**src/hw/rtl/strand_edge_stretch_force_unit_macros.svh**
```systemverilog
// Assertion shorthands shared by the RTL; clk and rst_n are taken from the enclosing module.
`ifndef STRAND_EDGE_STRETCH_FORCE_UNIT_MACROS_SVH
`define STRAND_EDGE_STRETCH_FORCE_UNIT_MACROS_SVH

// A condition that must hold at every clock edge out of reset.
`define SESF_ASSERT(lbl, cond, msg) \
  lbl: assert property (@(posedge clk) disable iff (!rst_n) (cond)) else $error(msg);

// A condition that must hold in the cycle after a trigger.
`define SESF_ASSERT_NEXT(lbl, trig, cond, msg) \
  lbl: assert property (@(posedge clk) disable iff (!rst_n) (trig) |=> (cond)) else $error(msg);

`endif

```
**src/hw/rtl/sesf_pkg.sv**
```systemverilog
package sesf_pkg;

  localparam int LEN_W = 31;
  localparam int T_W   = 18;
  localparam int FRAC  = 16;
  localparam int Q_W   = 47;
  localparam int KS_W  = 46;
  localparam int TM_W  = 18;
  localparam int DM_W  = 48;
  localparam int O_W   = 35;
  localparam int E_W   = 36;
  localparam int M_W   = 62;

  localparam logic [M_W-1:0] QCAP  = {M_W{1'b1}};
  localparam logic [Q_W-1:0] Q_ONE = 47'd65536;

  localparam int CFG_IDX_W = 1;
  localparam logic [CFG_IDX_W-1:0] CFG_STRETCH_MULT = 1'b0;
  localparam logic [CFG_IDX_W-1:0] CFG_EXACT_JAC    = 1'b1;

  typedef struct packed {
    logic [KS_W-1:0]            ks;
    logic [LEN_W-1:0]           r;
    logic [LEN_W-1:0]           l;
    logic [2:0]                 tneg;
    logic [2:0][TM_W-1:0]       tm;
  } item_t;

  typedef struct packed {
    logic full;
    logic empty;
  } fifo_stat_t;

endpackage

```
**src/hw/rtl/sesf_front.sv**
```systemverilog
module sesf_front
  import sesf_pkg::*;
(
  input  logic             clk,
  input  logic             rst_n,
  input  logic             in_valid,
  output logic             in_stall,
  input  logic [LEN_W-1:0] in_stiffness,
  input  logic [LEN_W-1:0] in_rest_length,
  input  logic [LEN_W-1:0] in_current_length,
  input  logic [T_W-1:0]   in_tangent_x,
  input  logic [T_W-1:0]   in_tangent_y,
  input  logic [T_W-1:0]   in_tangent_z,
  input  logic [LEN_W-1:0] mult_i,
  input  fifo_stat_t       stat_i,
  output logic             push_o,
  output item_t            item_o
);

  logic              v_r, v_nxt;
  item_t             item_r;
  item_t             item_nxt;
  logic              adv;
  logic [M_W-1:0]    prod;
  logic [2:0][T_W-1:0] t;

  assign adv      = !v_r || !stat_i.full;
  assign in_stall = !adv;
  assign push_o   = v_r && !stat_i.full;
  assign item_o   = item_r;

  assign t[0] = in_tangent_x;
  assign t[1] = in_tangent_y;
  assign t[2] = in_tangent_z;

  assign prod = M_W'(in_stiffness) * M_W'(mult_i);

  // A zero length is taken as the smallest positive raw value.
  always_comb begin
    item_nxt.ks = prod[M_W-1:FRAC];
    item_nxt.r  = (in_rest_length == '0) ? LEN_W'(1) : in_rest_length;
    item_nxt.l  = (in_current_length == '0) ? LEN_W'(1) : in_current_length;
    for (int i = 0; i < 3; i++) begin
      item_nxt.tneg[i] = t[i][T_W-1];
      item_nxt.tm[i]   = t[i][T_W-1] ? TM_W'(~t[i] + 1'b1) : TM_W'(t[i]);
    end
    v_nxt = adv ? in_valid : v_r;
  end

  always_ff @(posedge clk) begin
    if (!rst_n) begin
      v_r <= 1'b0;
    end else begin
      v_r <= v_nxt;
    end
  end

  always_ff @(posedge clk) begin
    if (adv) begin
      item_r <= item_nxt;
    end
  end

endmodule

```
**config.mk**
```make
export PLATFORM = sky130hd
export DESIGN_NAME = sesf_front
export DESIGN_NICKNAME = d
export VERILOG_FILES = /design/src/hw/rtl/strand_edge_stretch_force_unit_macros.svh /design/src/hw/rtl/sesf_pkg.sv /design/src/hw/rtl/sesf_front.sv
export SDC_FILE = /design/constraint.sdc
export NUM_CORES = 2
export LEC_CHECK = 0
export ABC_AREA = 1
export BUFFER_PORTS_ARGS = -buffer_cell sky130_fd_sc_hd__buf_4
export CAP_MARGIN = 10
export CORE_MARGIN = 1
export CORE_UTILIZATION = 55
export DETAILED_ROUTE_END_ITERATION = 8
export PLACE_DENSITY = 0.79
export SLEW_MARGIN = 20
export SYNTH_ARGS = -nofsm -noshare
export SYNTH_HDL_FRONTEND = slang
export SYNTH_SLANG_ARGS = --single-unit
```
**constraint.sdc**
```tcl
create_clock -name clk -period 6 [get_ports clk]
set_input_delay 0.3 -clock clk [delete_from_list [all_inputs] [get_ports clk]]
set_output_delay 0.3 -clock clk [all_outputs]
set_load 0.02 [all_outputs]
```
After elaboration in Yosys (flattened, before gate mapping). Index checks and enable logic that the tools add are counted.

Word-level logic and storage cells: 28. RAM bits: 0. Memories kept: 0. Input bits: 183. Bits in latches: 0. Bits in read-only memories: 0. Register bits after elaboration: 166.

$mul: 1. Muxes and demuxes: 3. Bitwise gates (word level): 3. Reductions and logical operators: 7. Equality and inequality tests: 0. Div/mod/pow operators: 0. Add/sub/neg operators: 3. Shifts and indexed selects: 0. $lt $le $gt $ge: 0.

Operator list (number): $logic_not 31->1 (2); $mul 31x31->62 (1); $add 18x1->18 const B (3); $not 18->18 (3); $mux 17 (3); $logic_not 1->1 (3); $logic_and 1x1->1 (1); $logic_or 1x1->1 (1).

Logic depth before layout (Yosys ltp).
Depth in word-level cells: 3. Mapped depth: 32.

Worst setup path before layout. Ideal clock, no wire load.

Path kind: in2reg. From: input port mult_i[10]. To: register item_r, in the netlist item_o[158], data pin. Setup time: 252 ps. Path buffers: 1. Cell stages on the path: 26. Setup slack: -282 ps. Data arrival time: 6030 ps. Cell sequence: clkbuf_1 -> nand2_1 -> fa_1 -> inv_1 -> fa_1 -> inv_1 -> fa_1 -> inv_1 -> fa_1 -> inv_1 -> fa_1 -> fa_1 -> fa_1 -> fa_1 -> inv_1 -> ha_1 -> a21oi_1 -> o21ai_1 -> nand2_1 -> nand2_1 -> a21oi_1 -> nor2_1 -> nor2_1 -> nand2_1 -> nand2_1 -> nand2_1.

RTL lines: start, declared (line sesf_front.sv:14) `input logic [LEN_W-1:0] mult_i,`; end signal, assigned (line sesf_front.sv:60) `item_r <= item_nxt;`; end, declared (line sesf_front.sv:21) `item_t item_r;`.

==> impl_results.md <==
* Status: finished with violations
* Die Height at between 200 and 300 um
* Pre-Repair DR Iteration Count at 7
* Clk Latency, worst-skew pair at 0.47 ns
* Longest Clk Path Bufs at 2
* Synth warn at 0
* DRT iter0 DRCs at 3186
* TritonCTS clock tree: built
* Final WL at 117.8 mm
* Skew final at approximately 0.016 ns
* Critical setup path kind: in2reg
* FF+latch count, synth at roughly 170
* Total Die Area at about 72000 um^2
* WP data required at 6.22 ns
* Final hold viol count at 0
* Number of global-route vias before repair at roughly 34000
* Crit Path Max Fanout at 7
* Hold/Removal Path Class: in2reg
* Clock-pin slew of the registers on the worst-case setup and hold paths at 0.08 ns
* PnR worst setup slack at -0.3337 ns
* Worst setup EP type: flop
* CTS Sinks at approximately 170
* Layout cell share with drive strength beyond 1 at 0.2264
* Dpl hpwl at 93.57 mm
* Port Buffers at 348
* DIE WIDTH at between 200 and 300 um
* Worst hold slack at between 0.02 and 0.025 ns
* CTS buffer count at 17
* Vias per cell at 5.302
* Worst path max stage delay at ~0.6 ns
* Max_slew headroom at 0.5011
* Synth cell types at 37
* Gr ovfl total at 0
* Avg Inst Size Synth at 8.129 um^2
* Number of nets with antenna violations after routing at 0
* Cells after Synth at 4830
* Final Max Slew Viols at 0
* Min cycle time layout at 6.334 ns
* DR vias at 33145
* Commonest non-fill, non-tap cell in the layout: inv_1
* Routability congestion estimate at between 0.9 and 1
* Failing checks: negative setup slack
* First-pass GRT wire length at 179.0 mm
* Footprint of the multi-input gates at ~30000 um^2
* DRC Markers at 0
* Post-synth EDFFs at 165
* Initial antenna violation count at 4
* Root buf cell: clkbuf_16
* Area Overhead vs Synth at 23.22%
* Cell repeated most along the worst path: fa_1
* Startpoint Class: input port
* Core ar. at 70390 um^2
* # IOs at 350
* Register area at 4975 um^2
* NumNets Final at about 6600
* Synth Flop Type: edfxtp_1
* Worst Path Buf+Inv at 9
* Initial Utilization at 0.5578
* Total track usage at 0.3133
* Asr flop ratio synth at 0
* Commonest cells after routing, fill and taps aside: 1376 x inv_1, 1191 x nand2_1, 794 x fa_1
* Layout fillers at 5104
* Slowest stage cell, crit path: fa_2
* Slew of the pin with the lowest slew margin at 0.7483 ns
* H-tree depth at 4
* Per-cell routed wire length at about 19 um
* Largest net degree at the start of global routing at ~120
* Synth Net Count at 6104
* Worst EP arrival at 6.55 ns
* Crit path max-delay family: adder cells
* RSZ-0062 raised after global routing: yes
* Post-synthesis sequential area ratio at 0.1267
* Max-cap violations at 0
* Final Cycle Share at 1.056
* Final setup viols at 38
* Netlist Area Pre-Place at 39260 um^2
* # rows at 97
* Hold Buf Count CTS at 0
* Peak Freq at 157.9 MHz
-- through the flow --
step | cell area (um^2) | TNS, ns | worst slack, ns | instances | utilization
3_5_place_dp | 44800 | -28.83 | -0.7988 | 6177 | 0.6364
3_3_place_gp | 44800 | -26.31 | -0.7209 | 6177 | 0.6364
6_report | 48380 | -5.854 | -0.3337 | 6252 | 0.6873
4_1_cts | 46410 | -0.6749 | -0.07484 | 6219 | 0.6593
2_1_floorplan | 39720 | -0.09637 | -0.03347 | 4830 | -
5_1_grt | 48380 | -9.563 | -0.4464 | 6251 | 0.6872
-- synthesized netlist by cell type (6+ instances only) --
master	instances	area, um^2
a21oi_1	84	420.4
clkbuf_1	248	930.9
edfxtp_1	165	4955
fa_1	836	16740
ha_1	255	3191
inv_1	1458	5473
inv_2	13	48.80
nand2_1	1308	4910
nand2_2	8	50.05
nand3_1	50	250.2
nand4_1	11	68.82
nor2_1	173	649.4
nor2_2	12	75.07
nor3_1	19	95.09
nor3_2	10	100.1
nor4_1	18	112.6
o21ai_0	47	235.2
o21ai_1	7	35.03
o21bai_1	6	45.04
xnor2_1	17	148.9
xor2_1	53	464.2
-- worst register-to-register path, delay by kind of cell, from the launching register on --
family                 cells  cell delay [ns]
DFF                        1             0.34
buffers and inverters      1             0.52
and+or+nand+nor            1             0.52
-- per-layer routing --
layer	global-route usage	up-vias	wire length (um)
met5	0	-	34
met4	0.09985	4	5476
met3	0.04408	373	10960
met2	0.5204	1814	57000
met1	0.4255	16447	44330
li1	-	14507	-
-- layout make-up --
class                   instances  share of cell area
diodes                          2           0.0001035
clock buffers                  17            0.008793
clock inverters                15            0.003233
inverters                    1471              0.1142
multi-input cells            2943              0.6156
flip-flops and latches        166              0.1028
well taps                     940             0.02431
repair buffers                698              0.1309
-- timing repair --
action                     in CTS  in global routing
buffers inserted                9                 26
pin swaps                      87                204
setup endpoints to repair      42                 46
gates cloned                    3                  9
gates resized for setup       229                442
-- path summary, 6_finish.rpt --
check                              from     endpoint  slack (ns)  depth (start not counted)
setup / recovery       in_stiffness[15]  item_o[152]       -0.33                         28
hold / removal    in_current_length[26]   item_o[83]        0.02                          1
setup reg to reg                    v_r   item_o[62]        4.05                          2
hold reg to reg                     v_r  item_o[164]        1.10                          1
-- sequential cells by signal, summed over array words and instances, names as in the netlist --
| register | flops |
|---|---|
| v_r | 1 |
| item_o | 165 |
-- logic make-up after synthesis --
kind of cell,count (synthesis),share of synthesized area
adder cells (fa/ha/maj),1091,0.5075
XOR/XNOR,70,0.01562
flip-flops,166,0.1267
AND/OR/NAND/NOR,1616,0.1625
AO/OA/AOI/OAI,166,0.02314
buffers and inverters,1721,0.1645
Power is left out: the tool's default activity adds up to more than one toggle a clock period on the data nets, which glitch-free logic cannot reach.
