File: src/hw/rtl/strand_edge_stretch_force_unit_macros.svh
// Assertion shorthands shared by the RTL; clk and rst_n are taken from the enclosing module.
`ifndef STRAND_EDGE_STRETCH_FORCE_UNIT_MACROS_SVH
`define STRAND_EDGE_STRETCH_FORCE_UNIT_MACROS_SVH

// A condition that must hold at every clock edge out of reset.
`define SESF_ASSERT(lbl, cond, msg) \
  lbl: assert property (@(posedge clk) disable iff (!rst_n) (cond)) else $error(msg);

// A condition that must hold in the cycle after a trigger.
`define SESF_ASSERT_NEXT(lbl, trig, cond, msg) \
  lbl: assert property (@(posedge clk) disable iff (!rst_n) (trig) |=> (cond)) else $error(msg);

`endif

File: src/hw/rtl/sesf_pkg.sv
package sesf_pkg;

  localparam int LEN_W = 31;
  localparam int T_W   = 18;
  localparam int FRAC  = 16;
  localparam int Q_W   = 47;
  localparam int KS_W  = 46;
  localparam int TM_W  = 18;
  localparam int DM_W  = 48;
  localparam int O_W   = 35;
  localparam int E_W   = 36;
  localparam int M_W   = 62;

  localparam logic [M_W-1:0] QCAP  = {M_W{1'b1}};
  localparam logic [Q_W-1:0] Q_ONE = 47'd65536;

  localparam int CFG_IDX_W = 1;
  localparam logic [CFG_IDX_W-1:0] CFG_STRETCH_MULT = 1'b0;
  localparam logic [CFG_IDX_W-1:0] CFG_EXACT_JAC    = 1'b1;

  typedef struct packed {
    logic [KS_W-1:0]            ks;
    logic [LEN_W-1:0]           r;
    logic [LEN_W-1:0]           l;
    logic [2:0]                 tneg;
    logic [2:0][TM_W-1:0]       tm;
  } item_t;

  typedef struct packed {
    logic full;
    logic empty;
  } fifo_stat_t;

endpackage

File: src/hw/rtl/sesf_fifo.sv
`include "strand_edge_stretch_force_unit_macros.svh"

module sesf_fifo
  import sesf_pkg::*;
#(
  parameter int DEPTH = 4
) (
  input  logic       clk,
  input  logic       rst_n,
  input  logic       push_i,
  input  item_t      wdata_i,
  input  logic       pop_i,
  output item_t      rdata_o,
  output fifo_stat_t stat_o
);

  localparam int AW = (DEPTH > 1) ? $clog2(DEPTH) : 1;
  localparam int CW = $clog2(DEPTH + 1);
  localparam logic [AW-1:0] LAST = AW'(DEPTH - 1);
  localparam logic [CW-1:0] FULL_CNT = CW'(DEPTH);

  item_t         mem_r [DEPTH];
  logic [AW-1:0] wr_ptr_r, wr_ptr_nxt;
  logic [AW-1:0] rd_ptr_r, rd_ptr_nxt;
  logic [CW-1:0] cnt_r, cnt_nxt;

  always_comb begin
    wr_ptr_nxt = wr_ptr_r;
    rd_ptr_nxt = rd_ptr_r;
    cnt_nxt    = cnt_r;
    if (push_i) begin
      wr_ptr_nxt = (wr_ptr_r == LAST) ? '0 : wr_ptr_r + 1'b1;
    end
    if (pop_i) begin
      rd_ptr_nxt = (rd_ptr_r == LAST) ? '0 : rd_ptr_r + 1'b1;
    end
    if (push_i && !pop_i) begin
      cnt_nxt = cnt_r + 1'b1;
    end else if (pop_i && !push_i) begin
      cnt_nxt = cnt_r - 1'b1;
    end
  end

  always_ff @(posedge clk) begin
    if (!rst_n) begin
      wr_ptr_r <= '0;
      rd_ptr_r <= '0;
      cnt_r    <= '0;
    end else begin
      wr_ptr_r <= wr_ptr_nxt;
      rd_ptr_r <= rd_ptr_nxt;
      cnt_r    <= cnt_nxt;
    end
  end

  always_ff @(posedge clk) begin
    if (push_i) begin
      mem_r[wr_ptr_r] <= wdata_i;
    end
  end

  assign rdata_o      = mem_r[rd_ptr_r];
  assign stat_o.full  = (cnt_r == FULL_CNT);
  assign stat_o.empty = (cnt_r == '0);

  `SESF_ASSERT(a_cnt_bound, cnt_r <= FULL_CNT, "queue count exceeds its depth")
  `SESF_ASSERT(a_no_overflow, !(push_i && stat_o.full), "word pushed into a full queue")
  `SESF_ASSERT(a_no_underflow, !(pop_i && stat_o.empty), "word popped from an empty queue")
  `SESF_ASSERT_NEXT(a_push_fills, push_i && !pop_i, cnt_r != '0, "queue empty after a push")

endmodule

File: config.mk
export PLATFORM = sky130hd
export DESIGN_NAME = sesf_fifo
export DESIGN_NICKNAME = d
export VERILOG_FILES = /design/src/hw/rtl/sesf_pkg.sv /design/src/hw/rtl/sesf_fifo.sv
export VERILOG_INCLUDE_DIRS = /design/src /design/src/hw/rtl
export SDC_FILE = /design/constraint.sdc
export NUM_CORES = 1
export LEC_CHECK = 0
export BUFFER_PORTS_ARGS = -buffer_cell sky130_fd_sc_hd__buf_2
export CELL_PAD_IN_SITES_DETAIL_PLACEMENT = 0
export CELL_PAD_IN_SITES_GLOBAL_PLACEMENT = 2
export CORE_MARGIN = 1
export CORE_UTILIZATION = 45
export DETAILED_ROUTE_END_ITERATION = 16
export GPL_ROUTABILITY_DRIVEN = 0
export PLACE_DENSITY = 0.9
export SLEW_MARGIN = 10
export SYNTH_ARGS = -nofsm -noshare
export SYNTH_HDL_FRONTEND = slang
export SYNTH_SLANG_ARGS = --single-unit
File: constraint.sdc
create_clock -name clk -period 6.9 [get_ports clk]
set_input_delay 0 -clock clk [delete_from_list [all_inputs] [get_ports clk]]
set_output_delay 0 -clock clk [all_outputs]
set_load 0.02 [all_outputs]
======== Word level (Yosys, flattened, before mapping) ========
Memory sizes are Yosys's and may differ from the RTL's. A register that Yosys moved wholly into a read port is not among the register bits.
Index checks and enable logic that the tools add are counted.
word-level totals
  bits in registers ....................... 7
  memory bits (writable) .................. 660
  input port bits ......................... 169
  output and inout bits ................... 167
  logic and storage cells ................. 25
  memories ................................ 1
operators by class
  $add $sub $neg .......................... 4
  equality and inequality tests ........... 3
  mux-type cells .......................... 8
  reduce and logical (&&, ||, !) cells .... 6
memory list
  name   depth  bits a word  read ports  clocked after memory_dff  wr ports  RTL line         text
  mem_r  4      165          1           1                         1         sesf_fifo.sv:22  item_t mem_r [DEPTH];
operators by type and width
  kind                                               number
  2-to-1 mux 2 bit                                   4
  2-to-1 mux 3 bit                                   2
  adder 2 x 1 -> 2 bit (second input constant)       2
  equality test 2 bit (second input constant)        2
  adder 3 x 1 -> 3 bit (second input constant)       1
  equality test 3 bit (second input constant)        1
  zero test 3 bit                                    1
  subtractor 3 x 1 -> 3 bit (second input constant)  1
  logical AND 1 bit                                  2
  zero test 1 bit                                    2
  2-to-1 mux 1 bit                                   2
  nonzero test 2 bit                                 1

======== Depth between registers and ports, before layout ========
  depth in word-level cells ............... 4
  mapped depth ............................ 7

======== Worst setup path before layout ========
OpenSTA, ideal clock, no wires.
  kind .................................... register to register
  start point ............................. register wr_ptr_r[0]
  end point ............................... memory mem_r[0][0] (netlist bit), enable pin
  arrival time ............................ 4.308 ns
  data required time ...................... 6.356 ns
  slack ................................... 2.048 ns
  stages on the path, launching flop included .. 4
  period minus slack after synthesis ...... 4.852 ns
  path through ............................ dfxtp_1 > inv_1 > ha_1 > and2_1
RTL lines
  what                      RTL line         text
  start: declaration        sesf_fifo.sv:23  logic [AW-1:0] wr_ptr_r, wr_ptr_nxt;
  start signal: assignment  sesf_fifo.sv:50  wr_ptr_r <= wr_ptr_nxt;
  end: declaration          sesf_fifo.sv:22
Straight into the memory's write port.

==> flow_metrics.tcl <==
set metrics [dict create \
    ir_drop_uv 233 \
    drc_errors 0 \
    rsz0062_at_grt "no" \
    ys_seq_elements 669 \
    hold_viol_final 0 \
    yosysTopAreaCell "edfxtp_1" \
    crit_end "rdata_o[47]" \
    slowest_stage "dfxtp_4" \
    numPortBuffers 335 \
    fin_nets 1631 \
    holdPathStages 2 \
    fin_crit_sh_pct 43.1 \
    async_reset_ff_share_pct 0 \
    core-area_um2 53100 \
    reg2reg_to "mem_r[0][6]$_DFFE_PP_" \
    worst_hold_path_type "input port to register" \
    clk_latency_ns 0.60 \
    ys_types 24 \
    required_ns 6.90 \
    tightest_slew_ns 1.11 \
    htree_num_levels 3 \
    grt_pass1_wl_um 73600 \
    cts_buffers 69 \
    placed_area_um2 26700 \
    die_w_um 235 \
    wirelength_um 48000 \
    setup_viol 0 \
    drive_above_1_share_pct 40.7 \
    synth_nets 1082 \
    start_util_pct 46.0 \
    fin_util_pct 57.5 \
    ys_seq_area_share_pct 81.9 \
    p_total_mw 9.20 \
    critical_path_class "register to primary output" \
    antenna_found_initial 7 \
    grt_pass1_vias 12380 \
    grt_overflow 0 \
    path_max_fanout 98 \
    final_cell_mix "660 x edfxtp_1, 335 x buf_2, 168 x dlygate4sd3_1" \
    slowest_delay_ns 0.71 \
    die_y_um 235 \
    final.setup.tns_ns 0 \
    fin_crit_ns 2.98 \
    dr.pass1.iters 4 \
    final_common_cell "edfxtp_1" \
    viasPerCell 5.26 \
    synth_edf_count 660 \
    power.density_nw_per_um2 301 \
    reg2reg_slack_ns 4.37 \
    outcome "finished, final reports clean" \
    ios 336 \
    routed-via-count 11566 \
    cts_sinks 669 \
    fin_area_um2 30500 \
    syn_to_final_growth_pct 25.0 \
    fmax_ghz 0.336 \
    ys_warn_count 0 \
    maxSlewViolCount 0 \
    synth_area_leaders "edfxtp_1 81%, mux4_2 15%, buf_12 0.90%" \
    syn-instance-count 906 \
    worst_slew_margin_rel_pct 26.1 \
    die_area_um2 55200 \
    rr_worst_depth 4 \
    r2r-start "wr_ptr_r[0]$_SDFFE_PN0P_" \
    path_cells "buf_12 > mux4_2 > buf_2" \
    clock_path_buffers 3 \
    hpwl_um 27000 \
    yosysTopAreaCellShare_pct 81.2 \
    leakage_nw 10.3 \
    ant_nets 0 \
    cp-end-kind "primary output" \
    grt_usage_pct 17.6 \
    skew_ns 0.0202 \
    cap_viol_max_count 0 \
    post_drt_wl_per_cell_um 21.8 \
    rows 84 \
    root_buffer "clkbuf_16" \
    syn_avg_cell_area_um2 26.9 \
    critPathLaunchType "register" \
    synth_top_flop_cell "edfxtp_1" \
    first_iter_violations 797 \
    tritoncts "yes" \
    arrival_ns 2.98 \
    grt_max_degree 99 \
    clk_pin_slew_worst_paths_ns 0.06 \
    synth_area_um2 24400 \
]
[layout make-up]
class                      instances  area, um^2
fill                            3765       22600
sequential                       669       20000
multi-input combinational        196        3990
timing repair buffer             515        3460
clock buffer                      90        1860
tap                              688         861
clock inverter                    33         310
inverter                           4        15.0
antenna                            4        10.0
[how the worst min path moves through the flow]
stage | start | to
3_5_place_dp | wdata_i[17] | mem_r[3][17]$_DFFE_PP_
3_3_place_gp | wdata_i[30] | mem_r[1][30]$_DFFE_PP_
4_1_cts | wdata_i[143] | mem_r[1][143]$_DFFE_PP_
5_1_grt | wdata_i[15] | mem_r[3][15]$_DFFE_PP_
2_1_floorplan | wdata_i[0] | mem_r[0][0]$_DFFE_PP_
6_report | wdata_i[15] | mem_r[2][15]$_DFFE_PP_
[cell families after synthesis]
group / synth area share, %
buffers and inverters: 1.77
AO/OA/AOI/OAI: 0.0820
flip-flops: 81.9
multiplexers: 15.4
AND/OR/NAND/NOR: 0.369
XOR/XNOR: 0.0718
adder cells (fa/ha/maj): 0.390
[routing by layer]
metal / global-route usage (%) / wire length, um
met1: 22.6 / 19300
met2: 28.6 / 24000
met3: 5.00 / 3630
met4: 6.64 / 1110
met5: 0 / 40
[flip-flops by register name, summed over array words and instances (netlist names), named ones only]
| signal | flops |
|---|---|
| cnt_r | 3 |
| mem_r | 660 |
| rd_ptr_r | 2 |
| wr_ptr_r | 2 |
[Yosys cell counts, drive strengths merged (2+ instances only)]
library cell,count
edfxtp,660
mux4,165
buf,35
dfxtp,9
ha,6
and2,5
nor2b,5
inv,4
mux2i,4
clkbuf,2
nor3,2
[timing repair]
item | CTS | global route
endpoints found under the hold margin | 669 | 0
buffers inserted | 0 | 0
gates resized for setup | 0 | 0
hold buffers | 168 | 0
[critical path, delay by kind of cell (launching register included)]
kind	cells	cell delay [ns]
mux	1	0.64
flops	1	0.71
buf+inv	2	0.76
[metrics by stage]
stage / cells / worst slack (ns) / hold slack [ns]
2_1_floorplan: 906 / 2.05 / 0.0989
3_3_place_gp: 1904 / 4.27 / 0.209
3_5_place_dp: 1904 / 4.30 / 0.216
4_1_cts: 2195 / 3.79 / 0.102
5_1_grt: 2198 / 3.67 / 0.130
6_report: 2199 / 3.92 / 0.155
[where the power goes]
part	internal (mW)	total [mW]	switching, mW
Sequential	4.66	4.72	0.0528
Combinational	0.385	0.910	0.525
Clock	2.09	3.57	1.48
Total	7.14	9.20	2.06
No activity file was read; power rests on OpenSTA's default activity.
